File: src/hw/rtl/ctb_pkg.sv
// Shared constants, permutation tables and types of the columnar transposition block.
package ctb_pkg;

  localparam int BlockLen  = 25;
  localparam int IdxW      = 5;
  localparam int TailLen   = 6;
  localparam int RamDepth  = 2 * BlockLen;
  localparam int RamAddrW  = $clog2(RamDepth);
  localparam int DescDepth = 2;
  localparam int OutDepth  = 4;

  localparam logic [IdxW-1:0] LastIdx = IdxW'(BlockLen - 1);

  localparam logic [7:0] PadMark   = 8'h2A;
  localparam logic [7:0] SpaceByte = 8'h20;

  // Configuration register indexes.
  localparam logic CfgDirection = 1'b0;
  localparam logic CfgKeySet    = 1'b1;

  localparam logic DirEncrypt = 1'b0;
  localparam logic DirDecrypt = 1'b1;
  localparam logic KeyFirst   = 1'b0;
  localparam logic KeySecond  = 1'b1;

  localparam logic [7:0] TailLetters [TailLen] = '{
    8'h66, 8'h65, 8'h64, 8'h63, 8'h62, 8'h61
  };

  // Pad byte by distance from the first free byte; distance zero is the pad mark.
  localparam logic [7:0] PadByte [BlockLen] = '{
    8'h2A, 8'h66, 8'h65, 8'h64, 8'h63, 8'h62, 8'h61, 8'h66, 8'h63, 8'h64,
    8'h62, 8'h66, 8'h61, 8'h66, 8'h65, 8'h62, 8'h63, 8'h66, 8'h61, 8'h66,
    8'h62, 8'h64, 8'h65, 8'h66, 8'h61
  };

  // Ciphertext position to block byte index, per key.
  localparam logic [IdxW-1:0] GridIdx [2][BlockLen] = '{
    '{5'd2, 5'd8, 5'd14, 5'd20, 5'd5, 5'd11, 5'd17, 5'd23, 5'd4, 5'd10,
      5'd16, 5'd22, 5'd1, 5'd7, 5'd13, 5'd19, 5'd3, 5'd9, 5'd15, 5'd21,
      5'd0, 5'd6, 5'd12, 5'd18, 5'd24},
    '{5'd1, 5'd7, 5'd13, 5'd19, 5'd3, 5'd9, 5'd15, 5'd21, 5'd0, 5'd6,
      5'd12, 5'd18, 5'd5, 5'd11, 5'd17, 5'd23, 5'd2, 5'd8, 5'd14, 5'd20,
      5'd4, 5'd10, 5'd16, 5'd22, 5'd24}
  };

  // Plaintext position to block byte index, per key.
  localparam logic [IdxW-1:0] InvIdx [2][BlockLen] = '{
    '{5'd20, 5'd12, 5'd0, 5'd16, 5'd8, 5'd4, 5'd21, 5'd13, 5'd1, 5'd17,
      5'd9, 5'd5, 5'd22, 5'd14, 5'd2, 5'd18, 5'd10, 5'd6, 5'd23, 5'd15,
      5'd3, 5'd19, 5'd11, 5'd7, 5'd24},
    '{5'd8, 5'd0, 5'd16, 5'd4, 5'd20, 5'd12, 5'd9, 5'd1, 5'd17, 5'd5,
      5'd21, 5'd13, 5'd10, 5'd2, 5'd18, 5'd6, 5'd22, 5'd14, 5'd11, 5'd3,
      5'd19, 5'd7, 5'd23, 5'd15, 5'd24}
  };

  typedef struct packed {
    logic            bank;
    logic [IdxW-1:0] count;
    logic            last;
  } ctb_desc_t;

  typedef struct packed {
    logic valid;
    logic bank;
  } ctb_done_t;

  typedef struct packed {
    logic direction;
    logic key_set;
  } ctb_cfg_t;

  typedef struct packed {
    logic [7:0] symbol;
    logic       has_symbol;
    logic       eom;
  } ctb_res_t;

  function automatic logic [RamAddrW-1:0] ram_addr(input logic bank,
                                                   input logic [IdxW-1:0] idx);
    logic [RamAddrW-1:0] base;
    base = bank ? RamAddrW'(BlockLen) : '0;
    return RamAddrW'(idx) + base;
  endfunction

endpackage

File: src/hw/rtl/ctb_ram.sv
// Generic single-write, single-read RAM with registered read data.
module ctb_ram #(
  parameter int Width = 8,
  parameter int Depth = 32
) (
  input  logic                     clk_i,
  input  logic                     we_i,
  input  logic [$clog2(Depth)-1:0] waddr_i,
  input  logic [Width-1:0]         wdata_i,
  input  logic                     re_i,
  input  logic [$clog2(Depth)-1:0] raddr_i,
  output logic [Width-1:0]         rdata_o
);

  logic [Width-1:0] mem_q [Depth];
  logic [Width-1:0] rdata_q;

  always_ff @(posedge clk_i) begin
    if (we_i) begin
      mem_q[waddr_i] <= wdata_i;
    end
  end

  always_ff @(posedge clk_i) begin
    if (re_i) begin
      rdata_q <= mem_q[raddr_i];
    end
  end

  assign rdata_o = rdata_q;

endmodule

File: src/hw/rtl/ctb_front.sv
// Intake side: writes message bytes into one of two block banks and closes blocks.
module ctb_front (
  input  logic                           clk_i,
  input  logic                           rst_ni,
  input  logic                           push,
  output logic                           full,
  input  logic [7:0]                     symbol_i,
  input  logic                           final_req_i,
  output logic                           ram_we_o,
  output logic [ctb_pkg::RamAddrW-1:0]   ram_waddr_o,
  output logic [7:0]                     ram_wdata_o,
  output logic                           desc_push_o,
  output ctb_pkg::ctb_desc_t             desc_o,
  input  ctb_pkg::ctb_done_t             done_i
);

  logic                      wr_bank_q, wr_bank_d;
  logic [ctb_pkg::IdxW-1:0]  fill_q, fill_d;
  logic [1:0]                busy_q, busy_d;
  logic [ctb_pkg::IdxW-1:0]  fill_inc;
  logic                      accept;
  logic                      close;

  // A bank stays busy from the close of its block until the back end has read it out.
  assign full        = busy_q[wr_bank_q];
  assign accept      = push & ~full;
  assign fill_inc    = fill_q + ctb_pkg::IdxW'(1);
  assign close       = accept & ((fill_inc == ctb_pkg::IdxW'(ctb_pkg::BlockLen)) | final_req_i);

  assign ram_we_o    = accept;
  assign ram_waddr_o = ctb_pkg::ram_addr(wr_bank_q, fill_q);
  assign ram_wdata_o = symbol_i;

  assign desc_push_o = close;
  assign desc_o      = '{bank: wr_bank_q, count: fill_inc, last: final_req_i};

  always_comb begin
    wr_bank_d = wr_bank_q;
    fill_d    = fill_q;
    busy_d    = busy_q;
    if (done_i.valid) begin
      busy_d[done_i.bank] = 1'b0;
    end
    if (close) begin
      busy_d[wr_bank_q] = 1'b1;
      wr_bank_d         = ~wr_bank_q;
      fill_d            = '0;
    end else if (accept) begin
      fill_d = fill_inc;
    end
  end

  always_ff @(posedge clk_i or negedge rst_ni) begin
    if (!rst_ni) begin
      wr_bank_q <= 1'b0;
      fill_q    <= '0;
      busy_q    <= '0;
    end else begin
      wr_bank_q <= wr_bank_d;
      fill_q    <= fill_d;
      busy_q    <= busy_d;
    end
  end

endmodule

File: src/hw/rtl/ctb_desc_fifo.sv
// Short queue of closed-block descriptors between the intake and the back end.
module ctb_desc_fifo (
  input  logic               clk_i,
  input  logic               rst_ni,
  input  logic               push_i,
  input  ctb_pkg::ctb_desc_t desc_i,
  input  logic               pop_i,
  output logic               empty_o,
  output ctb_pkg::ctb_desc_t desc_o
);

  localparam int PtrW = $clog2(ctb_pkg::DescDepth);
  localparam int CntW = $clog2(ctb_pkg::DescDepth + 1);

  ctb_pkg::ctb_desc_t entry_q [ctb_pkg::DescDepth];
  logic [PtrW-1:0]    wptr_q, wptr_d;
  logic [PtrW-1:0]    rptr_q, rptr_d;
  logic [CntW-1:0]    cnt_q, cnt_d;
  logic               do_pop;

  assign empty_o = (cnt_q == '0);
  assign desc_o  = entry_q[rptr_q];
  assign do_pop  = pop_i & ~empty_o;

  always_comb begin
    wptr_d = wptr_q;
    rptr_d = rptr_q;
    cnt_d  = cnt_q;
    if (push_i) begin
      wptr_d = wptr_q + PtrW'(1);
    end
    if (do_pop) begin
      rptr_d = rptr_q + PtrW'(1);
    end
    if (push_i && !do_pop) begin
      cnt_d = cnt_q + CntW'(1);
    end else if (!push_i && do_pop) begin
      cnt_d = cnt_q - CntW'(1);
    end
  end

  always_ff @(posedge clk_i or negedge rst_ni) begin
    if (!rst_ni) begin
      wptr_q <= '0;
      rptr_q <= '0;
      cnt_q  <= '0;
    end else begin
      wptr_q <= wptr_d;
      rptr_q <= rptr_d;
      cnt_q  <= cnt_d;
    end
  end

  always_ff @(posedge clk_i) begin
    if (push_i) begin
      entry_q[wptr_q] <= desc_i;
    end
  end

endmodule

File: src/hw/rtl/ctb_back.sv
// Back end: reads a closed block out in permuted order, strips padding and queues results.
module ctb_back (
  input  logic                           clk_i,
  input  logic                           rst_ni,
  input  ctb_pkg::ctb_cfg_t              cfg_i,
  input  logic                           desc_empty_i,
  input  ctb_pkg::ctb_desc_t             desc_i,
  output logic                           desc_pop_o,
  output logic                           ram_re_o,
  output logic [ctb_pkg::RamAddrW-1:0]   ram_raddr_o,
  input  logic [7:0]                     ram_rdata_i,
  output ctb_pkg::ctb_done_t             done_o,
  output logic                           empty,
  input  logic                           pop,
  output ctb_pkg::ctb_res_t              res_o
);

  localparam int IdxW     = ctb_pkg::IdxW;
  localparam int OutPtrW  = $clog2(ctb_pkg::OutDepth);
  localparam int OutCntW  = $clog2(ctb_pkg::OutDepth + 1);

  typedef enum logic [3:0] {
    StIdle    = 4'b0001,
    StScan    = 4'b0010,
    StScanEnd = 4'b0100,
    StEmit    = 4'b1000
  } ctb_back_state_e;

  ctb_back_state_e      state_q, state_d;
  ctb_pkg::ctb_desc_t   desc_q, desc_d;
  logic                 dir_q, dir_d;
  logic                 ks_q, ks_d;
  logic [IdxW-1:0]      x_q, x_d;
  logic [IdxW-1:0]      len_q, len_d;
  logic [1:0]           gp_q, gp_d;
  logic                 any_q, any_d;
  logic                 sp_done_q, sp_done_d;

  // Read stage: one beat in flight between address issue and registered RAM data.
  logic                 emit_vld_q, emit_vld_d;
  logic                 scan_vld_q, scan_vld_d;
  logic [IdxW-1:0]      scan_idx_q, scan_idx_d;
  logic                 use_ram_q, use_ram_d;
  logic [7:0]           const_q, const_d;
  logic                 has_q, has_d;
  logic                 eom_q, eom_d;

  logic [7:0]           win_q [ctb_pkg::TailLen];

  ctb_pkg::ctb_res_t    ofifo_q [ctb_pkg::OutDepth];
  logic [OutPtrW-1:0]   owp_q, orp_q;
  logic [OutCntW-1:0]   ocnt_q, ocnt_d;

  logic [IdxW-1:0]      sidx;
  logic                 is_pad;
  logic [IdxW-1:0]      pad_off;
  logic [7:0]           pad_byte;
  logic                 room;
  logic                 spacing;
  logic                 finish;
  logic [7:0]           stage_byte;
  logic [IdxW-1:0]      rem;
  logic                 tail_ok;
  logic                 o_push, o_pop;

  // Block byte index of the current position: column read-out for encrypt, inverse for decrypt.
  assign sidx     = (dir_q == ctb_pkg::DirDecrypt) ? ctb_pkg::InvIdx[ks_q][x_q]
                                                   : ctb_pkg::GridIdx[ks_q][x_q];
  assign is_pad   = (sidx >= desc_q.count);
  assign pad_off  = sidx - desc_q.count;
  assign pad_byte = is_pad ? ctb_pkg::PadByte[pad_off] : 8'h00;
  assign ram_raddr_o = ctb_pkg::ram_addr(desc_q.bank, sidx);

  assign room    = (ocnt_q + OutCntW'(emit_vld_q)) < OutCntW'(ctb_pkg::OutDepth);
  assign spacing = (dir_q == ctb_pkg::DirEncrypt) && (ks_q == ctb_pkg::KeySecond);

  assign stage_byte = use_ram_q ? ram_rdata_i : const_q;

  always_comb begin
    state_d    = state_q;
    desc_d     = desc_q;
    dir_d      = dir_q;
    ks_d       = ks_q;
    x_d        = x_q;
    len_d      = len_q;
    gp_d       = gp_q;
    any_d      = any_q;
    sp_done_d  = sp_done_q;
    desc_pop_o = 1'b0;
    ram_re_o   = 1'b0;
    done_o     = '0;
    finish     = 1'b0;
    emit_vld_d = 1'b0;
    scan_vld_d = 1'b0;
    scan_idx_d = x_q;
    use_ram_d  = 1'b0;
    const_d    = 8'h00;
    has_d      = 1'b1;
    eom_d      = 1'b0;

    unique case (state_q)
      StIdle: begin
        if (!desc_empty_i) begin
          desc_pop_o = 1'b1;
          desc_d     = desc_i;
          dir_d      = cfg_i.direction;
          ks_d       = cfg_i.key_set;
          len_d      = IdxW'(ctb_pkg::BlockLen);
          sp_done_d  = 1'b0;
          if (cfg_i.direction == ctb_pkg::DirDecrypt && desc_i.last) begin
            state_d = StScan;
            x_d     = ctb_pkg::LastIdx;
          end else begin
            state_d = StEmit;
            x_d     = '0;
          end
        end
      end
      StScan: begin
        // Walk the plaintext from the end so the pad tail is seen before its mark.
        scan_vld_d = 1'b1;
        use_ram_d  = ~is_pad;
        ram_re_o   = ~is_pad;
        const_d    = pad_byte;
        if (x_q == '0) begin
          state_d = StScanEnd;
        end else begin
          x_d = x_q - IdxW'(1);
        end
      end
      StScanEnd: begin
        x_d     = '0;
        state_d = StEmit;
      end
      StEmit: begin
        if (room) begin
          emit_vld_d = 1'b1;
          if (len_q == '0) begin
            has_d  = 1'b0;
            eom_d  = desc_q.last;
            finish = 1'b1;
          end else if (spacing && any_q && gp_q == 2'd0 && !sp_done_q) begin
            const_d   = ctb_pkg::SpaceByte;
            sp_done_d = 1'b1;
          end else begin
            use_ram_d = ~is_pad;
            ram_re_o  = ~is_pad;
            const_d   = pad_byte;
            sp_done_d = 1'b0;
            if (dir_q == ctb_pkg::DirEncrypt) begin
              gp_d  = gp_q + 2'd1;
              any_d = 1'b1;
            end
            if (x_q == len_q - IdxW'(1)) begin
              eom_d  = desc_q.last;
              finish = 1'b1;
            end else begin
              x_d = x_q + IdxW'(1);
            end
          end
          if (finish) begin
            done_o.valid = 1'b1;
            done_o.bank  = desc_q.bank;
            state_d      = StIdle;
            if (desc_q.last) begin
              gp_d  = '0;
              any_d = 1'b0;
            end
          end
        end
      end
      default: begin
        state_d = StIdle;
      end
    endcase

    // Pad stripping: a mark followed by a prefix of the tail letters cuts the block there.
    rem     = len_q - scan_idx_q - IdxW'(1);
    tail_ok = 1'b1;
    for (int j = 0; j < ctb_pkg::TailLen; j++) begin
      if (IdxW'(j) < rem && win_q[j] != ctb_pkg::TailLetters[j]) begin
        tail_ok = 1'b0;
      end
    end
    if (scan_vld_q && scan_idx_q < len_q && stage_byte == ctb_pkg::PadMark && tail_ok) begin
      len_d = scan_idx_q;
    end
  end

  assign o_push = emit_vld_q;
  assign o_pop  = pop & ~empty;
  assign empty  = (ocnt_q == '0);
  assign res_o  = ofifo_q[orp_q];

  always_comb begin
    ocnt_d = ocnt_q;
    if (o_push && !o_pop) begin
      ocnt_d = ocnt_q + OutCntW'(1);
    end else if (!o_push && o_pop) begin
      ocnt_d = ocnt_q - OutCntW'(1);
    end
  end

  always_ff @(posedge clk_i or negedge rst_ni) begin
    if (!rst_ni) begin
      state_q    <= StIdle;
      desc_q     <= '0;
      dir_q      <= ctb_pkg::DirEncrypt;
      ks_q       <= ctb_pkg::KeyFirst;
      x_q        <= '0;
      len_q      <= '0;
      gp_q       <= '0;
      any_q      <= 1'b0;
      sp_done_q  <= 1'b0;
      emit_vld_q <= 1'b0;
      scan_vld_q <= 1'b0;
      owp_q      <= '0;
      orp_q      <= '0;
      ocnt_q     <= '0;
    end else begin
      state_q    <= state_d;
      desc_q     <= desc_d;
      dir_q      <= dir_d;
      ks_q       <= ks_d;
      x_q        <= x_d;
      len_q      <= len_d;
      gp_q       <= gp_d;
      any_q      <= any_d;
      sp_done_q  <= sp_done_d;
      emit_vld_q <= emit_vld_d;
      scan_vld_q <= scan_vld_d;
      ocnt_q     <= ocnt_d;
      if (o_push) begin
        owp_q <= owp_q + OutPtrW'(1);
      end
      if (o_pop) begin
        orp_q <= orp_q + OutPtrW'(1);
      end
    end
  end

  always_ff @(posedge clk_i) begin
    scan_idx_q <= scan_idx_d;
    use_ram_q  <= use_ram_d;
    const_q    <= const_d;
    has_q      <= has_d;
    eom_q      <= eom_d;
    if (scan_vld_q) begin
      win_q[0] <= stage_byte;
      for (int j = 1; j < ctb_pkg::TailLen; j++) begin
        win_q[j] <= win_q[j-1];
      end
    end
    if (o_push) begin
      ofifo_q[owp_q] <= '{symbol: stage_byte, has_symbol: has_q, eom: eom_q};
    end
  end

endmodule

File: src/hw/rtl/columnar_transposition_block.sv
// Top level: six-column transposition over 25-byte blocks, queue-style ports on both sides.
// Intake takes one byte per cycle into a two-bank block store while a bank is free.
// A closed block goes through the descriptor queue to the back end; a final decrypt block
// first runs a pad scan over all 25 positions. Results leave at one beat per cycle unless
// the output queue is full; the back end is bound by the single RAM read port.
// Reset clears control state and both registers to zero; the block store itself is not cleared.
module columnar_transposition_block (
  input  logic       clk_i,
  input  logic       rst_ni,
  input  logic       cfg_we_i,
  input  logic       cfg_index_i,
  input  logic       cfg_wdata_i,
  input  logic       push,
  output logic       full,
  input  logic [7:0] symbol_i,
  input  logic       final_req_i,
  output logic       empty,
  input  logic       pop,
  output logic [7:0] out_symbol_o,
  output logic       has_symbol_o,
  output logic       end_of_message_o
);

  ctb_pkg::ctb_cfg_t   cfg_q;
  ctb_pkg::ctb_desc_t  front_desc;
  ctb_pkg::ctb_desc_t  back_desc;
  ctb_pkg::ctb_done_t  done;
  ctb_pkg::ctb_res_t   res;

  logic                          desc_push;
  logic                          desc_pop;
  logic                          desc_empty;
  logic                          ram_we;
  logic [ctb_pkg::RamAddrW-1:0]  ram_waddr;
  logic [7:0]                    ram_wdata;
  logic                          ram_re;
  logic [ctb_pkg::RamAddrW-1:0]  ram_raddr;
  logic [7:0]                    ram_rdata;

  always_ff @(posedge clk_i or negedge rst_ni) begin
    if (!rst_ni) begin
      cfg_q <= '0;
    end else if (cfg_we_i) begin
      unique case (cfg_index_i)
        ctb_pkg::CfgDirection: cfg_q.direction <= cfg_wdata_i;
        ctb_pkg::CfgKeySet:    cfg_q.key_set   <= cfg_wdata_i;
        default:               cfg_q           <= cfg_q;
      endcase
    end
  end

  ctb_front u_front (
    .clk_i       (clk_i),
    .rst_ni      (rst_ni),
    .push        (push),
    .full        (full),
    .symbol_i    (symbol_i),
    .final_req_i (final_req_i),
    .ram_we_o    (ram_we),
    .ram_waddr_o (ram_waddr),
    .ram_wdata_o (ram_wdata),
    .desc_push_o (desc_push),
    .desc_o      (front_desc),
    .done_i      (done)
  );

  ctb_ram #(
    .Width (8),
    .Depth (ctb_pkg::RamDepth)
  ) u_store (
    .clk_i   (clk_i),
    .we_i    (ram_we),
    .waddr_i (ram_waddr),
    .wdata_i (ram_wdata),
    .re_i    (ram_re),
    .raddr_i (ram_raddr),
    .rdata_o (ram_rdata)
  );

  ctb_desc_fifo u_desc_fifo (
    .clk_i   (clk_i),
    .rst_ni  (rst_ni),
    .push_i  (desc_push),
    .desc_i  (front_desc),
    .pop_i   (desc_pop),
    .empty_o (desc_empty),
    .desc_o  (back_desc)
  );

  ctb_back u_back (
    .clk_i        (clk_i),
    .rst_ni       (rst_ni),
    .cfg_i        (cfg_q),
    .desc_empty_i (desc_empty),
    .desc_i       (back_desc),
    .desc_pop_o   (desc_pop),
    .ram_re_o     (ram_re),
    .ram_raddr_o  (ram_raddr),
    .ram_rdata_i  (ram_rdata),
    .done_o       (done),
    .empty        (empty),
    .pop          (pop),
    .res_o        (res)
  );

  assign out_symbol_o     = res.symbol;
  assign has_symbol_o     = res.has_symbol;
  assign end_of_message_o = res.eom;

endmodule
File: config.mk
export PLATFORM = sky130hd
export DESIGN_NAME = columnar_transposition_block
export DESIGN_NICKNAME = d
export VERILOG_FILES = /design/src/hw/rtl/ctb_pkg.sv /design/src/hw/rtl/ctb_ram.sv /design/src/hw/rtl/ctb_front.sv /design/src/hw/rtl/ctb_desc_fifo.sv /design/src/hw/rtl/ctb_back.sv /design/src/hw/rtl/columnar_transposition_block.sv
export SDC_FILE = /design/constraint.sdc
export NUM_CORES = 1
export LEC_CHECK = 0
export BUFFER_PORTS_ARGS = -buffer_cell sky130_fd_sc_hd__buf_4
export CORE_MARGIN = 3
export CORE_UTILIZATION = 55
export CTS_BUF_LIST = sky130_fd_sc_hd__clkbuf_8
export CTS_CLUSTER_DIAMETER = 60
export DETAILED_ROUTE_END_ITERATION = 7
export PLACE_DENSITY = 0.71
export SYNTH_ARGS = -nofsm -noshare
export SYNTH_HDL_FRONTEND = slang
export SYNTH_SLANG_ARGS = --single-unit
File: constraint.sdc
create_clock -name clk_i -period 4.5 [get_ports clk_i]
set_clock_uncertainty 0.05 [all_clocks]
set_input_delay 0.9 -clock clk_i [delete_from_list [all_inputs] [get_ports clk_i]]
set_output_delay 0.9 -clock clk_i [all_outputs]
set_load 0.02 [all_outputs]
==> run_results.csv <==
group,metric,value,unit
die,core_area,43170,sq um
yosys,avgSynthCellArea,17.24,sq um
yosys,synthAdderAreaFrac,2.820,%
sta,rsz0062_at_grt,"false",
cells_and_area,fin_area,26760,sq um
placed_design,place_area,25100,sq um
clock_network,clockBufferDepth,3,
yosys,synth_xor_area_share,1.877,%
sta,hold_slack,0.2213,ns
detailed_routing,vias_per_cell,5.862,
clock_network,cts_tree,"done",
sta,hold_violations,0,
yosys,synth_seq_cells,574,
die,io_pins,28,
yosys,synth_cells,1400,
yosys,synth_top_family_by_area,"multiplexers",
worst_setup_path,r2r_slack,0.28,ns
min_path,min_path_type,"in -> async",
die,start_util,55.91,%
yosys,netlist_area,24140,sq um
worst_setup_path,crit_required,5.02,ns
clock_network,clk_latency,0.67,ns
yosys,yosys_most_used_dff,"edfxtp_1",
clock_network,h-tree-depth,3,
sta,layout_min_cycle_time,4.216,ns
worst_setup_path,startpoint,"u_back.scan_idx_d[0]",
die,dieHeight,215.5,microns
yosys,synth_simple_gate_area_share,5.344,%
die,die_area,46440,sq um
worst_setup_path,reg2reg_from,"u_back.scan_idx_d[0]",
yosys,synth.mux.area_fraction,13.59,%
sta,period_share,93.70,%
worst_setup_path,slowest_stage,"a2111oi_0",
yosys,synth.largest_area_cell,"edfxtp_1",
global_routing,antenna_found_initial,0,
yosys,synth_common_cells,"edfxtp_1 (510), mux4_2 (113), nor2_1 (109)",
detailed_routing,postRouteAntennaNets,0,
clock_network,clkSinkCount,574,
global_routing,overflow,0,
yosys,synth-edff-count,510,
yosys,synth_nets,1468,
sta,fmax,0.2372,GHz
detailed_routing,dr.pass1.iters,5,
global_routing,grt_max_degree,57,
worst_setup_path,critical_path_class,"reg -> reg",
cells_and_area,num-fill-cells,3134,
sta,relSlewSlack,18.34,%
die,die_w,215.5,microns
yosys,async_reset_ff_share,8.711,%
worst_setup_path,critPathMaxFanout,10,
yosys,synth_compound_area_share,4.878,%
sta,maxSlewViolCount,0,
cells_and_area,ff_latch_area,16850,sq um
worst_setup_path,critPathMostFrequentCell,"a21oi_1",
cells_and_area,drive_gt1_share,19.96,%
detailed_routing,wire_per_inst,22.93,microns
yosys,synth.distinct_cells,72,
worst_setup_path,crit_path_cell_trace,"buf_4 > ha_1 > nor2b_1 > a2111oi_0 > a2111o_1 > a21oi_1 > buf_4 > ha_1 > a21o_1 > a21oi_1 > xor2_1 > o21ai_0 > a21oi_1 > a21oi_1 > nor3_1",
worst_setup_path,rr_worst_depth,15,
cells_and_area,final_util,61.98,%
sta,fin_tns_setup,0,ns
placed_design,io_buffers,27,
global_routing,grt_pass1_wl,77470,microns
clock_network,numCtsBuffers,91,
worst_setup_path,slowest_delay,0.74,ns
worst_setup_path,end_kind,"flip-flop",
sta,max_slew.worst_pin.slew,1.216,ns
detailed_routing,drt_iter0_markers,1268,
clock_network,path_clk_slew,0.06,ns
placed_design,hpwl,31540,microns
yosys,synth_top_area_share,63.45,%
placed_design,gp_congestion,0.8607,
yosys,yosysWarnings,0,
yosys,yosysMostFrequentCell,"edfxtp_1",
global_routing,grt_pass1_vias,12984,
detailed_routing,remaining_drc_errors,0,
detailed_routing,vias,12562,
run,cap_violations,0,
global_routing,grt_usage,21.85,%
die,rows,76,
worst_setup_path,crit_arrival,4.74,ns
run_status,status,"finished clean",
yosys,yosys-top-cells-area,"edfxtp_1 (63%), mux4_2 (11%), dfrtp_1 (5.1%), ha_1 (2.5%), mux2i_1 (2.3%)",
cells_and_area,num_antenna_cells,0,
detailed_routing,routed_wl,49140,microns
cells_and_area,final_nets,1557,
cells_and_area,multi_input_area,6913,sq um
worst_setup_path,start_kind,"flip-flop",
sta,setup_viol,0,
cells_and_area,area_growth,10.85,%
clock_network,cts-root-buf,"clkbuf_8",
yosys,yosysSeqAreaShare,69.80,%
==> cells by family (layout without fill, tap and decap cells) <==
logic type | Yosys count | in the layout
AO/OA/AOI/OAI | 175 | 175
XOR/XNOR | 48 | 48
adder cells (fa/ha/maj) | 52 | 52
buffers and inverters | 101 | 259
flip-flops | 574 | 574
multiplexers | 183 | 183
AND/OR/NAND/NOR | 267 | 267
==> through the flow <==
stage | instances | setup slack (ns)
detailed placement | 1981 | 0.3125
CTS | 2143 | 0.3051
global placement | 1981 | 0.3316
floorplan | 1400 | 0.4643
global route | 2143 | 0.06275
finish | 2143 | 0.2837
==> worst max-delay path: cells and delay by family, from the launching register on <==
family / cells / cell delay [ns]
xor gates and xnor gates: 1 / 0.54
and+or+nand+nor: 2 / 0.32
DFF: 1 / 0.37
AOI/OAI and AO/OA: 8 / 1.90
adders and majority gates: 2 / 0.59
buffers and inverters: 2 / 0.35
==> final timing paths <==
| path | end |
|---|---|
| max | u_back.const_q[2] |
| min | u_back.len_q[2] |
| max reg2reg | u_back.const_q[2] |
| min reg2reg | u_back.win_q[1][1] |
| max in group asynchronous | u_back.scan_vld_q |
| min in group clk_i | u_back.win_q[1][1] |
==> layout make-up <==
class,count,share of cell area [%]
multi-input cells,725,25.84
inverters,45,0.6313
clock inverters,69,1.394
clock buffers,93,4.784
repair buffers,52,1.646
flip-flops and latches,574,62.97
well taps,585,2.736
==> what timing repair did <==
item | 4_1_cts | 5_1_grt
endpoints found under the setup margin | 0 | 2
hold buffers | 0 | 0
gates resized for setup | 0 | 1
buffers inserted | 0 | 0
endpoints found under the hold margin | 0 | 0
==> layout by cell type, fill, tap and decap left out, drive strengths merged, types with 18 or more instances in the layout <==
master  count
nand2      54
inv        76
mux2i      55
edfxtp    510
mux4      114
nand3      18
dfrtp      49
xnor2      28
buf        52
clkinv     33
clkbuf     93
a21oi      38
o21ai      39
xor2       19
o22a       18
ha         48
nor2      109
==> state kept, by name, summed over array words and instances, names as in the netlist, 2 cells and up <==
register	count
cfg_q	2
u_back.const_q	6
u_back.desc_q	7
u_back.gp_q	2
u_back.len_q	5
u_back.ocnt_q	3
u_back.ofifo_q	40
u_back.orp_q	2
u_back.owp_q	2
u_back.scan_idx_d	5
u_back.scan_idx_q	5
u_back.state_q	4
u_back.win_q	48
u_desc_fifo.cnt_q	2
u_desc_fifo.entry_q	14
u_front.busy_q	2
u_front.fill_q	5
u_store.mem_q	400
u_store.rdata_o	8
==> metal layers <==
layer  GRT usage [%]  vias up  share of wire [%]
li1                -     5703                  -
met1           29.69     6378                 42
met2           36.38      399                 51
met3           4.126       82                5.6
met4           6.962        0                2.2
met5               0        -                  0
Power is left out: the tool's default activity adds up to more than one toggle a clock period on the data nets, which glitch-free logic cannot reach.
